===== config.mk =====
export PLATFORM = sky130hd
export DESIGN_NAME = mcpf_ram
export DESIGN_NICKNAME = d
export VERILOG_FILES = /design/src/rtl/mcpf_ram.sv
export SDC_FILE = /design/constraint.sdc
export NUM_CORES = 1
export LEC_CHECK = 0
export BUFFER_PORTS_ARGS = -buffer_cell sky130_fd_sc_hd__buf_2
export CORE_MARGIN = 8
export CORE_UTILIZATION = 50
export CTS_CLUSTER_SIZE = 16
export DETAILED_ROUTE_END_ITERATION = 8
export PLACE_DENSITY = 0.69
export SLEW_MARGIN = 5
export SYNTH_ARGS = -nofsm -noshare
export SYNTH_HDL_FRONTEND = slang
export SYNTH_SLANG_ARGS = --single-unit

===== constraint.sdc =====
create_clock -name clk -period 1.5 [get_ports clk]
set_clock_uncertainty 0.05 [all_clocks]
set_input_delay 0.075 -clock clk [delete_from_list [all_inputs] [get_ports clk]]
set_output_delay 0.075 -clock clk [all_outputs]
set_load 0.005 [all_outputs]

===== src/rtl/mcpf_ram.sv =====
module mcpf_ram #(
  parameter int WIDTH = 8,
  parameter int DEPTH = 16
) (
  input  logic                                    clk,
  input  logic                                    we,
  input  logic [((DEPTH > 1) ? $clog2(DEPTH) : 1)-1:0] addr,
  input  logic [WIDTH-1:0]                        wdata,
  output logic [WIDTH-1:0]                        rdata
);

  logic [WIDTH-1:0] mem [DEPTH];
  logic [WIDTH-1:0] rdata_r;

  always_ff @(posedge clk) begin
    if (we) begin
      mem[addr] <= wdata;
    end
    rdata_r <= mem[addr];
  end

  assign rdata = rdata_r;

endmodule


==> results.tsv <==
metric	value	unit
register area share after synthesis	0.790	
grt total ovfl	0	
minimum clock period	1390	ps
Critical Path Start Type	flip-flop	
clk_lat worst skew	510	ps
Worst Hold Path EP	mem[2][2]	
HP Class	primary input to flip-flop	
non-filler cells, final	436	
crit path max fanout	1	
initial DRC count	250	
setup_tns	0	ps
top cell type's share of synthesized area	0.759	
share of cells above drive strength 1	0.353	
Synth Cell Area	0.00507	mm2
crit path DAT	1730	ps
RSZ-0062 raised after global routing	no	
final setup fails	0	
Finished Cell Area	0.00622	mm2
Final HPWL DP	6.08	mm
Synth cell types	18	
Reg clk slew, reported paths	60	ps
Ys Warns	0	
status	complete, no violations	
Max transition margin	0.472	
Starting Density	0.516	
syn nets	244	
Top-Level Pins	22	
Core Area	0.00982	mm2
Peak VDD IR	1.09	mV
Worst EP required	1840	ps
dpl cell area	0.00552	mm2
commonest non-fill, non-tap cell in the layout	edfxtp_1	
worst hold margin	158	ps
Post-Synthesis Cells	230	
number of diodes	0	
area of the multi-input gates	0.00101	mm2
Post-DRT Antenna Nets	0	
worst r2r dst	rdata[1]	
Routed wire per std cell	22.9	um
Reg2Reg Depth	3	
global-route wire length before repair	15.4	mm
post-synthesis compound-gate area fraction	0.0237	
sum of routed wire length over all layers	10.0	mm
Simple-Gate Fraction of Synth Area	0.0321	
worst-margin pin slew	790	ps
Area contributors post-synth	edfxtp_1, mux4_2, dfxtp_1	
initial antenna violation count	0	
max-slew violations	0	
TritonCTS clock tree	built	
critical path endpoint category	flip-flop	
Syn Area/Cell	22.0	um2
Power Total	9040	uW
sequential cell area	0.00400	mm2
fill count	713	
routed vias	2440	
most frequent cells in the layout	edfxtp_1, mux4_2, buf_2	
Area Overhead vs Synth	22.8	%
WS Path Type	flip-flop to flip-flop	
Yosys top cell by area	edfxtp_1	
crit share post-route	0.928	
number of vias per cell	5.60	
reg-to-reg slack, setup	110	ps
H-tree depth	4	
Synth Area in Adders	0	
PwrDens	1450	mW/mm2
die height	117	um
WHS Path Cells	4	
largest net degree at the start of global routing	25	
total track usage	0.165	
hold wc startpoint	addr[3]	
CTS Buffer Depth	2	
Post-Synth XOR/XNOR Area	0	
Achievable Freq	718	MHz
Die Wd	117	um
Max-cap violations	0	
# DRC	0	
leakage	0.00210	uW
Final nets	304	
# clock sinks	136	
CTS root buffer	clkbuf_8	
die area	0.0136	mm2
vias in the first global route	2635	
gpl congestion	0.703	
main combinational cell family by area after synthesis	multiplexers	
row count	36	
Yosys reg bits	136	
placed instance count	396	
Port Buf Inserts	21	
First-pass DRT Iterations	4	
RR Startpoint	mem[4][1]	
CTS buffer count	17	
mux cell area share after synthesis	0.142	
Final Hold Fails	0	
-- synth_stat cells --
cell type / number
or3b_2: 1
dfxtp_1: 8
a22oi_1: 16
nor2b_1: 2
nand3b_1: 2
nor3_1: 4
nand2_1: 9
buf_1: 4
edfxtp_1: 128
clkbuf_1: 2
nor2_1: 13
and2_1: 1
nand2b_1: 2
nand3_1: 1
buf_2: 2
clkbuf_2: 1
mux4_2: 32
buf_6: 2
-- state kept, by name, indices dropped and copies added, names as in the netlist --
register and cells:
mem 128, rdata 8
-- critical path, stage by stage (launching register included) --
cell and delay [ps]:
edfxtp_1 380, mux4_2 490, a22oi_1 260, nand2_1 90
-- worst max-delay path by stage --
stage | start | end | cells past startpoint
finish | mem[4][1] | rdata[1] | 3
global route | mem[3][3] | rdata[3] | 3
CTS | mem[4][1] | rdata[1] | 3
detailed placement | addr[0] | rdata[3] | 5
global placement | addr[0] | rdata[3] | 5
floorplan | addr[1] | mem[12][0] | 3
-- area by class of cell --
type	instances	share of cell area
Sequential cell	136	0.643
Clock inverter	13	0.0324
Timing Repair Buffer	52	0.0675
Multi-Input combinational cell	83	0.162
Clock buffer	19	0.0677
Tap cell	133	0.0267
-- through the flow --
| stage | utilization | setup slack (ps) |
|---|---|---|
| 3_3_place_gp | 0.562 | -68.8 |
| 3_5_place_dp | 0.562 | -73.6 |
| 2_1_floorplan | - | -63.1 |
| 5_1_grt | 0.634 | 31.0 |
| 6_report | 0.634 | 108 |
| 4_1_cts | 0.634 | 89.8 |
-- where the power goes --
| part | switching [uW] | internal (uW) | total (uW) |
|---|---|---|---|
| sequential | 27.5 | 4250 | 4280 |
| combinational | 230 | 202 | 431 |
| clock | 1480 | 2860 | 4330 |
-- logic make-up (layout without fill, tap and decap cells) --
group	Yosys count	count (layout)
flops	136	136
mux	32	32
buf+inv	11	84
compound gates	16	16
simple gates	35	35
-- layer usage --
metal | wire length [um] | global-route usage | vias up
met4 | 73 | 0.0640 | 0
met5 | 0 | 0 | -
met2 | 5180 | 0.273 | 87
met3 | 615 | 0.0476 | 6
li1 | - | - | 1083
met1 | 4130 | 0.200 | 1264
-- timing repair --
| action | in CTS | in global routing |
|---|---|---|
| hold endpoints to repair | 128 | 0 |
| hold buffers | 8 | 0 |
| resized for setup | 0 | 0 |
| buffers inserted | 0 | 0 |
No activity file was read; power rests on OpenSTA's default activity.
