<file path="src/rtl/mcpf_pkg.sv">
package mcpf_pkg;

  localparam int FUNC_W   = 3;
  localparam int STATUS_W = 3;
  localparam int COUNT_W  = 4;
  localparam int DATA_W   = 64;
  localparam int ALLOC_W  = 4;

  // operation codes
  localparam logic [FUNC_W-1:0] FUNC_ALLOC = 3'd0;
  localparam logic [FUNC_W-1:0] FUNC_READ  = 3'd1;
  localparam logic [FUNC_W-1:0] FUNC_WRITE = 3'd2;
  localparam logic [FUNC_W-1:0] FUNC_REF   = 3'd3;
  localparam logic [FUNC_W-1:0] FUNC_UNREF = 3'd4;

  // result status codes
  localparam logic [STATUS_W-1:0] ST_OK      = 3'd0;
  localparam logic [STATUS_W-1:0] ST_BAD     = 3'd1;
  localparam logic [STATUS_W-1:0] ST_AGAIN   = 3'd2;
  localparam logic [STATUS_W-1:0] ST_EOF     = 3'd3;
  localparam logic [STATUS_W-1:0] ST_BROKEN  = 3'd4;
  localparam logic [STATUS_W-1:0] ST_NO_PIPE = 3'd5;

  typedef struct packed {
    logic                found;
    logic [ALLOC_W-1:0]  idx;
  } alloc_res_t;

endpackage

</file>
<file path="src/rtl/mcpf_alloc.sv">
module mcpf_alloc #(
  parameter int N     = 16,
  parameter int NSRCH = 16
) (
  input  logic [N-1:0]              in_use,
  output mcpf_pkg::alloc_res_t      res
);

  import mcpf_pkg::*;

  // lowest free pipe wins
  always_comb begin
    res = '0;
    for (int k = NSRCH - 1; k >= 0; k--) begin
      if (!in_use[k]) begin
        res.found = 1'b1;
        res.idx   = ALLOC_W'(k);
      end
    end
  end

endmodule

</file>
<file path="config.mk">
export PLATFORM = sky130hd
export DESIGN_NAME = mcpf_alloc
export DESIGN_NICKNAME = d
export VERILOG_FILES = /design/src/rtl/mcpf_pkg.sv /design/src/rtl/mcpf_alloc.sv
export SDC_FILE = /design/constraint.sdc
export NUM_CORES = 1
export LEC_CHECK = 0
export BUFFER_PORTS_ARGS = -buffer_cell sky130_fd_sc_hd__buf_2
export CELL_PAD_IN_SITES_DETAIL_PLACEMENT = 0
export CELL_PAD_IN_SITES_GLOBAL_PLACEMENT = 1
export CORE_AREA = 10 10 47 49
export DETAILED_ROUTE_END_ITERATION = 16
export DIE_AREA = 0 0 57 59
export MAX_ROUTING_LAYER = met4
export PLACE_DENSITY_LB_ADDON = 0.1
export SLEW_MARGIN = 20
export SYNTH_ARGS = -nofsm -noshare
export SYNTH_HDL_FRONTEND = slang
export SYNTH_SLANG_ARGS = --single-unit
</file>
<file path="constraint.sdc">
create_clock -name vclk -period 1.2
set_input_delay 0.24 -clock vclk [all_inputs]
set_output_delay 0.24 -clock vclk [all_outputs]
set_load 0.02 [all_outputs]
</file>
==> results of run 1 <==
cell usage in the layout, fill, tap and decap left out:
cell type  netlist  routed
buf_2            0      14
a21oi_1          2       1
a21oi_2          0       1
buf_6            0       8
nor3_2           0       1
nand4_1          3       3
nand2_1          5       5
nor3_1           2       1
nor2_1           3       3
a22o_1           1       1
buf_4            0       3
nand3_1          3       3
and4_1           2       2
o21ai_1          1       2
o21ai_0          3       2
inv_1            3       3
nor2b_1          1       1
a31oi_2          0       1
a311o_1          1       1
critical path, delay by kind of cell:
family	cells	cell delay, ps
AOI/OAI and AO/OA	2	560
buffers and inverters	3	330
timing repair:
item | 4_1_cts | 5_1_grt
endpoints found under the setup margin | 4 | 5
buffers inserted | 0 | 1
gates resized for setup | 9 | 7
pin swaps | 5 | 6
worst paths after layout:
path,start,end,cells after the start
worst max-delay path,in_use[10],res[0],5
worst min-delay path,in_use[0],res[0],3
cell type report:
cell class,instances,area share (%)
Inverter,3,2.95
Multi-Input combinational cell,28,43.9
Tap cell,16,5.25
Timing Repair Buffer,25,47.9
metal layers:
| metal | track usage [%] | wire length, um |
|---|---|---|
| met3 | 0.858 | 43 |
| met4 | 0 | 0 |
| met5 | - | 0 |
| met1 | 7.63 | 471 |
| met2 | 9.15 | 384 |
through the flow:
stage	power (W)	area, um2	cells	utilization [%]
global route	0.000121	382	72	27.2
detailed placement	0.0000876	312	71	22.2
CTS	0.000102	349	71	24.9
finish	0.000108	382	72	27.2
floorplan	0.0000312	164	31	-
global placement	0.0000897	312	71	22.2
power by group:
part	total (W)	leakage [nW]	internal (W)	switching (W)
registers	0	0	0	0
clock network	0	0	0	0
logic	0.000108	0.181	0.0000575	0.0000501
logic make-up (layout without fill, tap and decap cells):
family,Yosys count,after routing,share of synthesized area (%)
AOI/OAI and AO/OA,9,9,33.6
buffers and inverters,3,28,6.87
and+or+nand+nor,19,19,59.5
==> results.toml, run 1 <==
[sta]
fin_setup_tns_ps = -263
fin_crit_sh_pct = 114
rsz0062_at_grt = "true"
fmax_mhz = 731
hold_viol = 0
worst_slew_pin_slew_ps = 185
whs_ps = 859
slew_headroom_pct = 87.6
setup_slack_ps = -168
setup_viol = 3
slew_viol_final = 0
layout_min_cycle_time_ps = 1370

[detailed_routing]
drc = 0
drt-pass1-iter-count = 2
antenna_left = 0
drt_wl_total_um = 899
drt_iter0_drc = 3
vias = 335
wl_per_cell_um = 12.5
viasPerCell = 4.65

[logic_synthesis]
synth_fp_nets = 47
yosysWarningCount = 0
synth_area_um2 = 164
yosysTopAreaCellShare_pct = 11.5
yosysSeqAreaShare_pct = 0
synth.largest_area_cell = "nand2_1"
synth.most_common_cell = "nand2_1"
synthCells = 31
synth_cell_type_count = 14
avgSynthCellArea_um2 = 5.29
synthTopCellsByArea = "nand2_1 (11%), nand4_1 (11%), and4_1 (11%)"

[cells_and_area]
multi_input_area_um2 = 168
area_growth_pct = 133
seqCellArea_um2 = 0
final_layout_size_suffix_gt1_share_pct = 50.0
antenna_cells = 0
fill_cells = 176
seq_cell_count = 0
clkbuf_count = 0
nNetsFinal = 74

[global_route]
grt_util_all_layers_pct = 5.66
grt_pass1_wl_um = 1640
antenna_found_initial = 0
grt_max_degree = 6
overflow = 0
grt_pass1_vias = 369

[setup_path]
cp.arrival_ps = 1130
critPathMostFrequentCell = "buf_6"
critPathMaxFanout = 3
startpoint_type = "input pin"
crit_chain = "buf_6 -> buf_6 -> a311o_1 -> a22o_1 -> buf_6"
end_kind = "output port"
max_stage_delay_ps = 340
cp_slowest_cell = "a311o_1"
critical_path_class = "in2out"
worstPathRequired_ps = 960

[placement]
place_ws_ps = -206
portBuffers = 21
globalplace.congestion = 0.777
dpl.hpwl_um = 798

[status]
violations = "setup timing"
status = "complete, but fails checks"

[power_and_ir_drop]
cellPowerDensity_mw_per_mm2 = 282
peakVddDrop_mv = 0.100
p_leak_nw = 0.181

[floorplanning]
initial_core_util_pct = 11.7
die_area_mm2 = 0.00336
die_h_um = 59
die_x_um = 57
core_area_mm2 = 0.00140
io_pins = 21
rows = 14

[clocking]
cts_hold_buf = 0

[job]
maxCapViolations = 0

[worst_hold_path]
holdCritPathClass = "in2out"
Note: power is estimated with default switching activity, not from simulation.
==> inputs of run 2 (changes only) <==
MAX_ROUTING_LAYER = default   (was met4)
==> run 2 against run 1 <==
The flow still finishes with violations (setup timing). Critical path depth is the same. Die area is the same. Final area is the same. Power grew 0.38%. Routed wire length grew 0.33%. Flip-flop and latch count is the same. Hold slack gained 3.7 ps. Via count shrank 1.8%. Final cell count is the same. Global-route usage shrank 0.15 points. Largest cell class unchanged.
==> results.toml, run 2 (synthesized netlist as in run 1, its figures left out) <==
[power_and_ir_drop]
seq_power_share_pct = 0
p_sw_share_pct = 46.8
p_leak_nw = 0.181
p_int_w = 0.0000575
clkPwrFrac_pct = 0
peakVddDrop_mv = 0.101
cellPowerDensity_mw_per_mm2 = 283
p_sw_w = 0.0000505
power_frac_comb_pct = 100.0

[job]
maxCapViolations = 0

[sta]
fin_crit_sh_pct = 114
fin_setup_tns_ps = -268
worst_slew_pin_slew_ps = 196
slew_viol_final = 0
hold_viol = 0
setup_viol = 3
fmax_mhz = 728
layout_min_cycle_time_ps = 1370
slew_headroom_pct = 86.8
whs_ps = 862
rsz0062_at_grt = "true"
setup_slack_ps = -173

[placement]
placedCellCount = 71
globalplace.congestion = 0.766
dpl_cell_area_um2 = 312
portBuffers = 21
dpl.hpwl_um = 798

[cells_and_area]
final_common_cell = "buf_2"
seqCellArea_um2 = 0
seq_cell_count = 0
area_growth_pct = 133
fill_cells = 176
final_area_um2 = 382
post_layout_nonfiller_instances = 72
final_layout_size_suffix_gt1_share_pct = 50.0
nNetsFinal = 74
antenna_cells = 0
multi_input_area_um2 = 168
clkbuf_count = 0
final_cell_mix = "buf_2 (14), buf_6 (8), nand2_1 (5)"

[setup_path]
startpoint_type = "input pin"
critical_path_class = "in2out"
critPathMaxFanout = 3
worstPathRequired_ps = 960
end_kind = "output port"
cp.arrival_ps = 1130

[floorplanning]
initial_core_util_pct = 11.7
rows = 14
die_x_um = 57
core_area_mm2 = 0.00140
die_area_mm2 = 0.00336
io_pins = 21
die_h_um = 59

[global_route]
antenna_found_initial = 0
overflow = 0
grt_pass1_vias = 367
grt_pass1_wl_um = 1640
grt_max_degree = 6
grt_util_all_layers_pct = 5.51

[worst_hold_path]
holdPathStages = 3
holdCritStartpoint = "in_use[0]"
holdCritPathClass = "in2out"
whs_endpoint = "res[0]"

[detailed_routing]
drt-pass1-iter-count = 2
vias = 329
drt_iter0_drc = 3
wl_per_cell_um = 12.5
viasPerCell = 4.57
drt_wl_total_um = 902
antenna_left = 0
drc = 0

[clocking]
cts_hold_buf = 0

[status]
status = "complete, but fails checks"
violations = "setup timing"
-- run 2: cell counts in the layout (fill, tap and decap cells not counted) --
No cell type changed its count.
-- run 2: cell type report --
class                      count  area share [%]
inverter                       3            2.95
multi-input combinational     28            43.9
tap                           16            5.25
timing repair buffer          25            47.9
-- run 2: worst max-delay path, cell delays in order --
cell     delay (ps)
buf_6           100
buf_6           100
a311o_1         340
a22o_1          230
buf_6           130
-- run 2: worst max path at each step --
stage | from | endpoint | slack [ps]
2_1_floorplan | in_use[14] | res[0] | 30
3_3_place_gp | in_use[14] | res[0] | -190
3_5_place_dp | in_use[14] | res[0] | -210
4_1_cts | in_use[10] | res[0] | -200
5_1_grt | in_use[10] | res[0] | -210
6_report | in_use[10] | res[0] | -170
-- run 2: repair_timing --
| item | 4_1_cts | 5_1_grt |
|---|---|---|
| endpoints found under the setup margin | 4 | 5 |
| pin swaps | 5 | 6 |
| buffers inserted | 0 | 1 |
| resized for setup | 9 | 7 |
-- run 2: per-layer routing --
| layer | share of wire [%] | wire length [um] | global-route usage (%) | vias up |
|---|---|---|---|---|
| met1 | 52 | 467 | 7.39 | 144 |
| met2 | 42 | 377 | 9.15 | 15 |
| met4 | 0 | 0 | 0 | 0 |
| met5 | 0 | 0 | 0 | - |
| li1 | - | - | - | 170 |
| met3 | 6.2 | 56 | 1.29 | 0 |
-- run 2: power groups by stage --
stage                     combinational [W]  sequential, W  clock, W
after floorplan                   0.0000312              0         0
after global placement            0.0000897              0         0
after detailed placement          0.0000876              0         0
after CTS                          0.000102              0         0
after global routing               0.000121              0         0
final                              0.000108              0         0
-- run 2: metrics by stage --
stage,worst slack [ps],utilization [%],total power (W)
6_report,-173,27.2,0.000108
2_1_floorplan,30.6,-,0.0000312
4_1_cts,-196,24.9,0.000102
3_3_place_gp,-191,22.2,0.0000897
3_5_place_dp,-206,22.2,0.0000876
5_1_grt,-206,27.2,0.000121
